**config.mk**
```make
export PLATFORM = sky130hd
export DESIGN_NAME = axis_deadzone_rescale
export DESIGN_NICKNAME = d
export VERILOG_FILES = /design/src/sv/adr_pkg.sv /design/src/sv/axis_deadzone_rescale.sv /design/src/sv/adr_front.sv /design/src/sv/adr_mul.sv /design/src/sv/adr_div_cell.sv /design/src/sv/adr_back.sv
export SDC_FILE = /design/constraint.sdc
export NUM_CORES = 2
export LEC_CHECK = 0
export ABC_AREA = 1
export BUFFER_PORTS_ARGS = -buffer_cell sky130_fd_sc_hd__buf_2
export CAP_MARGIN = 10
export CORE_MARGIN = 1.5
export CORE_UTILIZATION = 35
export DETAILED_ROUTE_END_ITERATION = 8
export GPL_ROUTABILITY_DRIVEN = 0
export SYNTH_ARGS = -nofsm -noshare
export SYNTH_HDL_FRONTEND = slang
export SYNTH_SLANG_ARGS = --single-unit
```
**constraint.sdc**
```tcl
create_clock -name clk -period 15.27 [get_ports clk]
set_input_delay 3.054 -clock clk [delete_from_list [all_inputs] [get_ports clk]]
set_output_delay 3.054 -clock clk [all_outputs]
set_load 0.1 [all_outputs]
```
**src/sv/adr_pkg.sv**
```systemverilog
`timescale 1ns / 1ps
// ----------------------------------------------------------------------------
// adr_pkg
// shared widths, register indexes and stage payload types of the
// axis dead zone and rescale pipeline
// ----------------------------------------------------------------------------
package adr_pkg;

    localparam int SAMPLE_BITS    = 16;
    localparam int TDATA_BITS     = ((SAMPLE_BITS + 7) / 8) * 8;
    localparam int PROD_BITS      = 2 * SAMPLE_BITS;
    localparam int CFG_INDEX_BITS = 3;

    localparam logic [CFG_INDEX_BITS-1:0] REG_ZONE_LOW    = 3'd0;
    localparam logic [CFG_INDEX_BITS-1:0] REG_ZONE_HIGH   = 3'd1;
    localparam logic [CFG_INDEX_BITS-1:0] REG_SMOOTH_MODE = 3'd2;
    localparam logic [CFG_INDEX_BITS-1:0] REG_AXIS_LOW    = 3'd3;
    localparam logic [CFG_INDEX_BITS-1:0] REG_AXIS_HIGH   = 3'd4;

    typedef logic signed [SAMPLE_BITS-1:0] sample_t;
    typedef logic signed [SAMPLE_BITS:0]   wide_t;
    typedef logic [SAMPLE_BITS-1:0]        mag_t;
    typedef logic [PROD_BITS-1:0]          prod_t;

    typedef struct packed {
        sample_t zone_low;
        sample_t zone_high;
        logic    smooth_mode;
        sample_t axis_low;
        sample_t axis_high;
    } cfg_t;

    typedef struct packed {
        logic    bypass;
        logic    neg;
        sample_t bypass_val;
    } side_t;

    typedef struct packed {
        mag_t  limit_mag;
        mag_t  diff_mag;
        mag_t  den_mag;
        side_t side;
    } front_t;

    typedef struct packed {
        prod_t prod;
        mag_t  den_mag;
        side_t side;
    } mul_t;

    typedef struct packed {
        prod_t rem;
        prod_t dsh;
        mag_t  quo;
        side_t side;
    } div_t;

    function automatic mag_t abs_mag(wide_t v);
        wide_t n;
        n = -v;
        return v[SAMPLE_BITS] ? n[SAMPLE_BITS-1:0] : v[SAMPLE_BITS-1:0];
    endfunction

endpackage

```
**src/sv/axis_deadzone_rescale.sv**
```systemverilog
`timescale 1ns / 1ps
// ----------------------------------------------------------------------------
// axis_deadzone_rescale
// dead zone filter with optional linear rescale for one signed axis
// ----------------------------------------------------------------------------
// stages: zone stage, multiplier, one division cell per quotient bit,
//   output register
// throughput: one request per cycle while m_tready is high; every stage
//   has its own valid and a ready back through the row, so bubbles close up
// reset: all stage valids cleared, config registers load their default values
// ----------------------------------------------------------------------------
module axis_deadzone_rescale
(
    input  logic                                  clk,
    input  logic                                  rst_n,
    input  logic                                  s_tvalid,
    output logic                                  s_tready,
    input  logic [adr_pkg::TDATA_BITS-1:0]        s_tdata,   // sample
    output logic                                  m_tvalid,
    input  logic                                  m_tready,
    output logic [adr_pkg::TDATA_BITS-1:0]        m_tdata,   // filtered
    input  logic                                  cfg_we,
    input  logic [adr_pkg::CFG_INDEX_BITS-1:0]    cfg_index,
    input  logic [adr_pkg::SAMPLE_BITS-1:0]       cfg_wdata
);

    localparam int N = adr_pkg::SAMPLE_BITS;

    adr_pkg::sample_t  zone_low_reg;
    adr_pkg::sample_t  zone_high_reg;
    logic              smooth_mode_reg;
    adr_pkg::sample_t  axis_low_reg;
    adr_pkg::sample_t  axis_high_reg;
    adr_pkg::cfg_t     cfg;

    logic              front_valid;
    logic              front_ready;
    adr_pkg::front_t   front_data;
    logic              mul_valid;
    logic              mul_ready;
    adr_pkg::mul_t     mul_data;

    logic              chain_valid [0:N];
    logic              chain_ready [0:N];
    adr_pkg::div_t     chain_data  [0:N];

    adr_pkg::sample_t  filtered;

    always_ff @(posedge clk or negedge rst_n)
    begin
        if (!rst_n)
        begin
            zone_low_reg    <= '0;
            zone_high_reg   <= '0;
            smooth_mode_reg <= 1'b1;
            axis_low_reg    <= {1'b1, {(N-1){1'b0}}};
            axis_high_reg   <= {1'b0, {(N-1){1'b1}}};
        end
        else if (cfg_we)
        begin
            case (cfg_index)
                adr_pkg::REG_ZONE_LOW:    zone_low_reg    <= cfg_wdata;
                adr_pkg::REG_ZONE_HIGH:   zone_high_reg   <= cfg_wdata;
                adr_pkg::REG_SMOOTH_MODE: smooth_mode_reg <= cfg_wdata[0];
                adr_pkg::REG_AXIS_LOW:    axis_low_reg    <= cfg_wdata;
                adr_pkg::REG_AXIS_HIGH:   axis_high_reg   <= cfg_wdata;
                default: ;
            endcase
        end
    end

    always_comb
    begin
        cfg.zone_low    = zone_low_reg;
        cfg.zone_high   = zone_high_reg;
        cfg.smooth_mode = smooth_mode_reg;
        cfg.axis_low    = axis_low_reg;
        cfg.axis_high   = axis_high_reg;
    end

    adr_front u_front
    (
        .clk       (clk),
        .rst_n     (rst_n),
        .cfg       (cfg),
        .in_valid  (s_tvalid),
        .in_ready  (s_tready),
        .sample    (s_tdata[N-1:0]),
        .out_valid (front_valid),
        .out_ready (front_ready),
        .out_data  (front_data)
    );

    adr_mul u_mul
    (
        .clk       (clk),
        .rst_n     (rst_n),
        .in_valid  (front_valid),
        .in_ready  (front_ready),
        .in_data   (front_data),
        .out_valid (mul_valid),
        .out_ready (mul_ready),
        .out_data  (mul_data)
    );

    // first cell tests the divisor at the saturation weight
    assign chain_valid[0] = mul_valid;
    assign mul_ready      = chain_ready[0];
    assign chain_data[0]  = {mul_data.prod,
                             {1'b0, mul_data.den_mag, {(N-1){1'b0}}},
                             adr_pkg::mag_t'(0),
                             mul_data.side};

    genvar i;
    generate
        for (i = 0; i < N; i++)
        begin : g_cell
            adr_div_cell u_cell
            (
                .clk       (clk),
                .rst_n     (rst_n),
                .in_valid  (chain_valid[i]),
                .in_ready  (chain_ready[i]),
                .in_data   (chain_data[i]),
                .out_valid (chain_valid[i+1]),
                .out_ready (chain_ready[i+1]),
                .out_data  (chain_data[i+1])
            );
        end
    endgenerate

    adr_back u_back
    (
        .clk       (clk),
        .rst_n     (rst_n),
        .in_valid  (chain_valid[N]),
        .in_ready  (chain_ready[N]),
        .in_data   (chain_data[N]),
        .out_valid (m_tvalid),
        .out_ready (m_tready),
        .out_data  (filtered)
    );

    always_comb
    begin
        m_tdata        = '0;
        m_tdata[N-1:0] = filtered;
    end

    a_empty_accepts: assert property (@(posedge clk) disable iff (!rst_n)
        !m_tvalid |-> s_tready)
        else $error("input stalled with empty output register");

endmodule

```
**src/sv/adr_front.sv**
```systemverilog
`timescale 1ns / 1ps
// ----------------------------------------------------------------------------
// adr_front
// zone decision, branch operands and magnitudes, one register stage
// ----------------------------------------------------------------------------
module adr_front
(
    input  logic                 clk,
    input  logic                 rst_n,
    input  adr_pkg::cfg_t        cfg,
    input  logic                 in_valid,
    output logic                 in_ready,
    input  adr_pkg::sample_t     sample,
    output logic                 out_valid,
    input  logic                 out_ready,
    output adr_pkg::front_t      out_data
);

    logic             valid_reg;
    adr_pkg::front_t  data_reg;
    adr_pkg::front_t  data_next;
    logic             below;
    logic             above;
    adr_pkg::wide_t   limit_x;
    adr_pkg::wide_t   edge_x;
    adr_pkg::wide_t   diff_x;
    adr_pkg::wide_t   den_x;

    assign below = sample < cfg.zone_low;
    assign above = sample > cfg.zone_high;

    always_comb
    begin
        limit_x = below ? adr_pkg::wide_t'(cfg.axis_low) : adr_pkg::wide_t'(cfg.axis_high);
        edge_x  = below ? adr_pkg::wide_t'(cfg.zone_low) : adr_pkg::wide_t'(cfg.zone_high);
        diff_x  = adr_pkg::wide_t'(sample) - edge_x;
        den_x   = limit_x - edge_x;

        data_next.limit_mag = adr_pkg::abs_mag(limit_x);
        data_next.diff_mag  = adr_pkg::abs_mag(diff_x);
        data_next.den_mag   = adr_pkg::abs_mag(den_x);
        data_next.side.neg  = (limit_x[adr_pkg::SAMPLE_BITS] ^ diff_x[adr_pkg::SAMPLE_BITS]
                               ^ den_x[adr_pkg::SAMPLE_BITS])
                              && (limit_x != '0) && (diff_x != '0);

        if (!cfg.smooth_mode)
        begin
            data_next.side.bypass     = 1'b1;
            data_next.side.bypass_val = (below || above) ? sample : '0;
        end
        else if (!below && !above)
        begin
            data_next.side.bypass     = 1'b1;
            data_next.side.bypass_val = '0;
        end
        else if (den_x == '0)
        begin
            // zero span: result is the axis limit
            data_next.side.bypass     = 1'b1;
            data_next.side.bypass_val = limit_x[adr_pkg::SAMPLE_BITS-1:0];
        end
        else
        begin
            data_next.side.bypass     = 1'b0;
            data_next.side.bypass_val = '0;
        end
    end

    assign in_ready  = !valid_reg || out_ready;
    assign out_valid = valid_reg;
    assign out_data  = data_reg;

    always_ff @(posedge clk or negedge rst_n)
    begin
        if (!rst_n)
        begin
            valid_reg <= 1'b0;
        end
        else if (in_ready)
        begin
            valid_reg <= in_valid;
        end
    end

    always_ff @(posedge clk)
    begin
        if (in_valid && in_ready)
        begin
            data_reg <= data_next;
        end
    end

    a_hard_inside_zero: assert property (@(posedge clk) disable iff (!rst_n)
        in_valid && in_ready && !cfg.smooth_mode && !below && !above
        |=> out_valid && out_data.side.bypass && (out_data.side.bypass_val == '0))
        else $error("hard mode sample inside zone not forced to zero");

    a_divisor_nonzero: assert property (@(posedge clk) disable iff (!rst_n)
        out_valid && !out_data.side.bypass |-> out_data.den_mag != '0)
        else $error("division request with zero span");

endmodule

```
**src/sv/adr_mul.sv**
```systemverilog
`timescale 1ns / 1ps
// ----------------------------------------------------------------------------
// adr_mul
// magnitude product of axis limit and zone offset, one register stage
// ----------------------------------------------------------------------------
module adr_mul
(
    input  logic              clk,
    input  logic              rst_n,
    input  logic              in_valid,
    output logic              in_ready,
    input  adr_pkg::front_t   in_data,
    output logic              out_valid,
    input  logic              out_ready,
    output adr_pkg::mul_t     out_data
);

    logic           valid_reg;
    adr_pkg::mul_t  data_reg;
    adr_pkg::mul_t  data_next;

    always_comb
    begin
        data_next.prod    = adr_pkg::prod_t'(in_data.limit_mag) * adr_pkg::prod_t'(in_data.diff_mag);
        data_next.den_mag = in_data.den_mag;
        data_next.side    = in_data.side;
    end

    assign in_ready  = !valid_reg || out_ready;
    assign out_valid = valid_reg;
    assign out_data  = data_reg;

    always_ff @(posedge clk or negedge rst_n)
    begin
        if (!rst_n)
        begin
            valid_reg <= 1'b0;
        end
        else if (in_ready)
        begin
            valid_reg <= in_valid;
        end
    end

    always_ff @(posedge clk)
    begin
        if (in_valid && in_ready)
        begin
            data_reg <= data_next;
        end
    end

endmodule

```
**src/sv/adr_div_cell.sv**
```systemverilog
`timescale 1ns / 1ps
// ----------------------------------------------------------------------------
// adr_div_cell
// one restoring division step: one quotient bit, divisor shifted for the
// next cell
// ----------------------------------------------------------------------------
module adr_div_cell
(
    input  logic              clk,
    input  logic              rst_n,
    input  logic              in_valid,
    output logic              in_ready,
    input  adr_pkg::div_t     in_data,
    output logic              out_valid,
    input  logic              out_ready,
    output adr_pkg::div_t     out_data
);

    logic           valid_reg;
    adr_pkg::div_t  data_reg;
    adr_pkg::div_t  data_next;
    logic           ge;

    assign ge = in_data.rem >= in_data.dsh;

    always_comb
    begin
        data_next.rem  = ge ? (in_data.rem - in_data.dsh) : in_data.rem;
        data_next.dsh  = in_data.dsh >> 1;
        data_next.quo  = {in_data.quo[adr_pkg::SAMPLE_BITS-2:0], ge};
        data_next.side = in_data.side;
    end

    assign in_ready  = !valid_reg || out_ready;
    assign out_valid = valid_reg;
    assign out_data  = data_reg;

    always_ff @(posedge clk or negedge rst_n)
    begin
        if (!rst_n)
        begin
            valid_reg <= 1'b0;
        end
        else if (in_ready)
        begin
            valid_reg <= in_valid;
        end
    end

    always_ff @(posedge clk)
    begin
        if (in_valid && in_ready)
        begin
            data_reg <= data_next;
        end
    end

endmodule

```
**src/sv/adr_back.sv**
```systemverilog
`timescale 1ns / 1ps
// ----------------------------------------------------------------------------
// adr_back
// sign, saturation and bypass selection into the output register
// ----------------------------------------------------------------------------
module adr_back
(
    input  logic              clk,
    input  logic              rst_n,
    input  logic              in_valid,
    output logic              in_ready,
    input  adr_pkg::div_t     in_data,
    output logic              out_valid,
    input  logic              out_ready,
    output adr_pkg::sample_t  out_data
);

    logic              valid_reg;
    adr_pkg::sample_t  data_reg;
    adr_pkg::sample_t  data_next;
    adr_pkg::sample_t  qm;
    logic              sat;

    // top quotient bit set means the quotient reached the sample range limit
    assign sat = in_data.quo[adr_pkg::SAMPLE_BITS-1];
    assign qm  = adr_pkg::sample_t'({1'b0, in_data.quo[adr_pkg::SAMPLE_BITS-2:0]});

    always_comb
    begin
        if (in_data.side.bypass)
        begin
            data_next = in_data.side.bypass_val;
        end
        else if (sat)
        begin
            data_next = in_data.side.neg ? {1'b1, {(adr_pkg::SAMPLE_BITS-1){1'b0}}}
                                         : {1'b0, {(adr_pkg::SAMPLE_BITS-1){1'b1}}};
        end
        else
        begin
            data_next = in_data.side.neg ? -qm : qm;
        end
    end

    assign in_ready  = !valid_reg || out_ready;
    assign out_valid = valid_reg;
    assign out_data  = data_reg;

    always_ff @(posedge clk or negedge rst_n)
    begin
        if (!rst_n)
        begin
            valid_reg <= 1'b0;
        end
        else if (in_ready)
        begin
            valid_reg <= in_valid;
        end
    end

    always_ff @(posedge clk)
    begin
        if (in_valid && in_ready)
        begin
            data_reg <= data_next;
        end
    end

endmodule
```
==> metrics.txt <==
layout cells sized above 1=6.14%; Core ar.=207000 um2; final hold viol count=0; All-Layer GR Usage=14.0%; met1 WL=59600 um; cts bufs inserted=141; Max Slew Vio Count=0; Max Root-Sink Buffers=3; Critical Path AT=6.88 ns; Finished Cell Area=81100 um2; number of vias in the routed layout=46700; Worst-Margin Slew=1.16 ns; prevailing post-synth register cell=edfxtp_1; ys async rst share=6.10%; WL met2=76900 um; Synth Cell Area=73000 um2; FILL cells=19800; RSZ-0062 raised after global routing=false; Sink Count=1376; Achievable Freq=0.101 GHz; first-pass GRT wire length=240000 um; drt wl/cell=15.0 um; drc violations=0; CTS tree=built; DR vias/cell=4.73; post-layout min period=9.93 ns; TNS Setup=0 ns; Required @ worst endpoint=12.22 ns; max reg flops=1144; Post-CTS Setup Repair Bufs=0; P&R area growth vs syn=11.0%; Mapped Cells=6871; initial DRC count=2820; Final Cycle Share=65.0%; number of global-route vias before repair=47500; Remaining Overflow, GRT=0; Crit. Startpoint=m_tready; worst r2r src=u_front.out_data[59]$_DFFE_PP_; post-CTS sizing=0; crit path kind=primary input to primary output; cts hold-fix bufs=0; largest net degree at the start of global routing=76; drt total wl=148000 um; initial antenna violation count=11; status=complete, no violations; Synth Warn #=0; Placement Rows=167; worst hold start=g_cell[1].u_cell.out_data[7]$_DFFE_PP_; # nets final=7615; die height=460 um; DR pass1 iterations=9; FF+latch count, synth=1376; Hold Crit Class=flop to flop; Max Fanout on Critical Path=4; DP Area=76500 um2; most common cell after layout, fill and taps aside=nand2_1; register area share after synthesis=56.0%; worst skew pair latency=0.77 ns; relative slew slack=22.0%; setup violators final=0; Post-Syn Nets=7527; metal3 WL=6380 um; Post-synth EDFFs=1292; Die Area=211000 um2; I/O Buffers=57; Clock transition at path regs=0.06 ns; synthesized area per cell=10.6 um2; skew final=0.0274 ns; max-cap violations=0; Unique masters post-synth=64; die width=460 um; CP Capture Type=primary output; Initial Util=35.2%; startpoint class of the critical path=primary input; post-detail-place hpwl=114000 um; top sig layer=met5; Detail Route Antenna Nets=0; most frequent cells in the layout=nand2_1, edfxtp_1, inv_1; io pins=58; H-tree depth=4; clk root buf=clkbuf_16
==> cell type report <==
type / count / area [um2] / area share (%)
Sequential cell: 1376 / 40900 / 50.5
Clock buffer: 169 / 3720 / 4.58
Multi-Input combinational cell: 4225 / 27300 / 33.7
Antenna cell: 3 / 7.51 / 0.00926
Clock inverter: 87 / 848 / 1.05
Inverter: 1125 / 4220 / 5.21
Tap cell: 2788 / 3490 / 4.30
Timing Repair Buffer: 90 / 536 / 0.661
==> Yosys cell counts, types with 62 or more instances <==
cell type,instances,area [um2]
nor3_1,62,310
ha_1,407,5090
inv_1,1111,4170
fa_1,209,4180
dfrtp_1,67,1680
edfxtp_1,1292,38800
xnor2_1,173,1520
nand3_1,205,1030
a21oi_1,425,2130
xor2_1,199,1740
nand2_1,1337,5020
clkbuf_1,130,488
o21ai_0,352,1760
nor2_1,480,1800
==> cell families (layout without fill, tap and decap cells) <==
logic type,after synthesis,in the layout,share of synthesized area (%)
muxes,5,5,0.0737
other,0,3,0
xor gates and xnor gates,372,372,4.46
adders and majority gates,616,616,12.7
and+or+nand+nor,2301,2301,13.2
AOI/OAI and AO/OA,931,931,6.90
DFF,1376,1376,56.0
buffers and inverters,1270,1471,6.64
==> routing by layer <==
| metal | vias to the layer above | track usage (%) |
|---|---|---|
| li1 | 23100 | - |
| met1 | 22200 | 15.8 |
| met2 | 1004 | 26.3 |
| met3 | 318 | 2.39 |
| met4 | 10 | 4.82 |
| met5 | - | 0 |
==> worst max-delay path: stages <==
cell     delay [ns]
buf_2          0.10
nor2_1         0.16
inv_1          0.08
nor2_1         0.09
inv_1          0.08
nor2_1         0.11
inv_1          0.08
nor2_2         0.16
inv_1          0.08
nor2_1         0.22
inv_1          0.10
nor2_1         0.13
inv_1          0.08
nor2_1         0.10
inv_1          0.09
nor2_2         0.23
nand2_1        0.12
nor2_1         0.15
nand2_1        0.13
nor2_2         0.25
nand2_1        0.11
nor2_1         0.14
nand2_1        0.13
nor2_2         0.25
nand2_1        0.11
nor2_1         0.15
nand2_1        0.10
buf_2          0.30
==> metrics by stage <==
stage	utilization [%]	hold WS (ns)	cells	worst slack (ns)
finish	39.1	0.408	9863	5.34
global route	39.1	0.411	9861	4.84
floorplan	-	0.400	6871	6.47
CTS	39.1	0.406	9860	5.25
global placement	36.9	0.400	9604	5.05
detailed placement	36.9	0.405	9604	5.27
==> path summary, 6_finish.rpt <==
path / to / slack (ns) / cells after the start
max: s_tready / 5.34 / 28
min: g_cell[2].u_cell.out_data[7]$_DFFE_PP_ / 0.41 / 0
max reg2reg: u_mul.out_data[61]$_DFFE_PP_ / 7.57 / 21
min reg2reg: g_cell[2].u_cell.out_data[7]$_DFFE_PP_ / 0.41 / 0
max in group asynchronous: u_back.out_valid$_DFFE_PN0P_ / 11.96 / 2
min in group asynchronous: zone_low_reg[3]$_DFFE_PN0P_ / 2.21 / 1
Power is left out: the tool's default activity adds up to more than one toggle a clock period on the data nets, which glitch-free logic cannot reach.
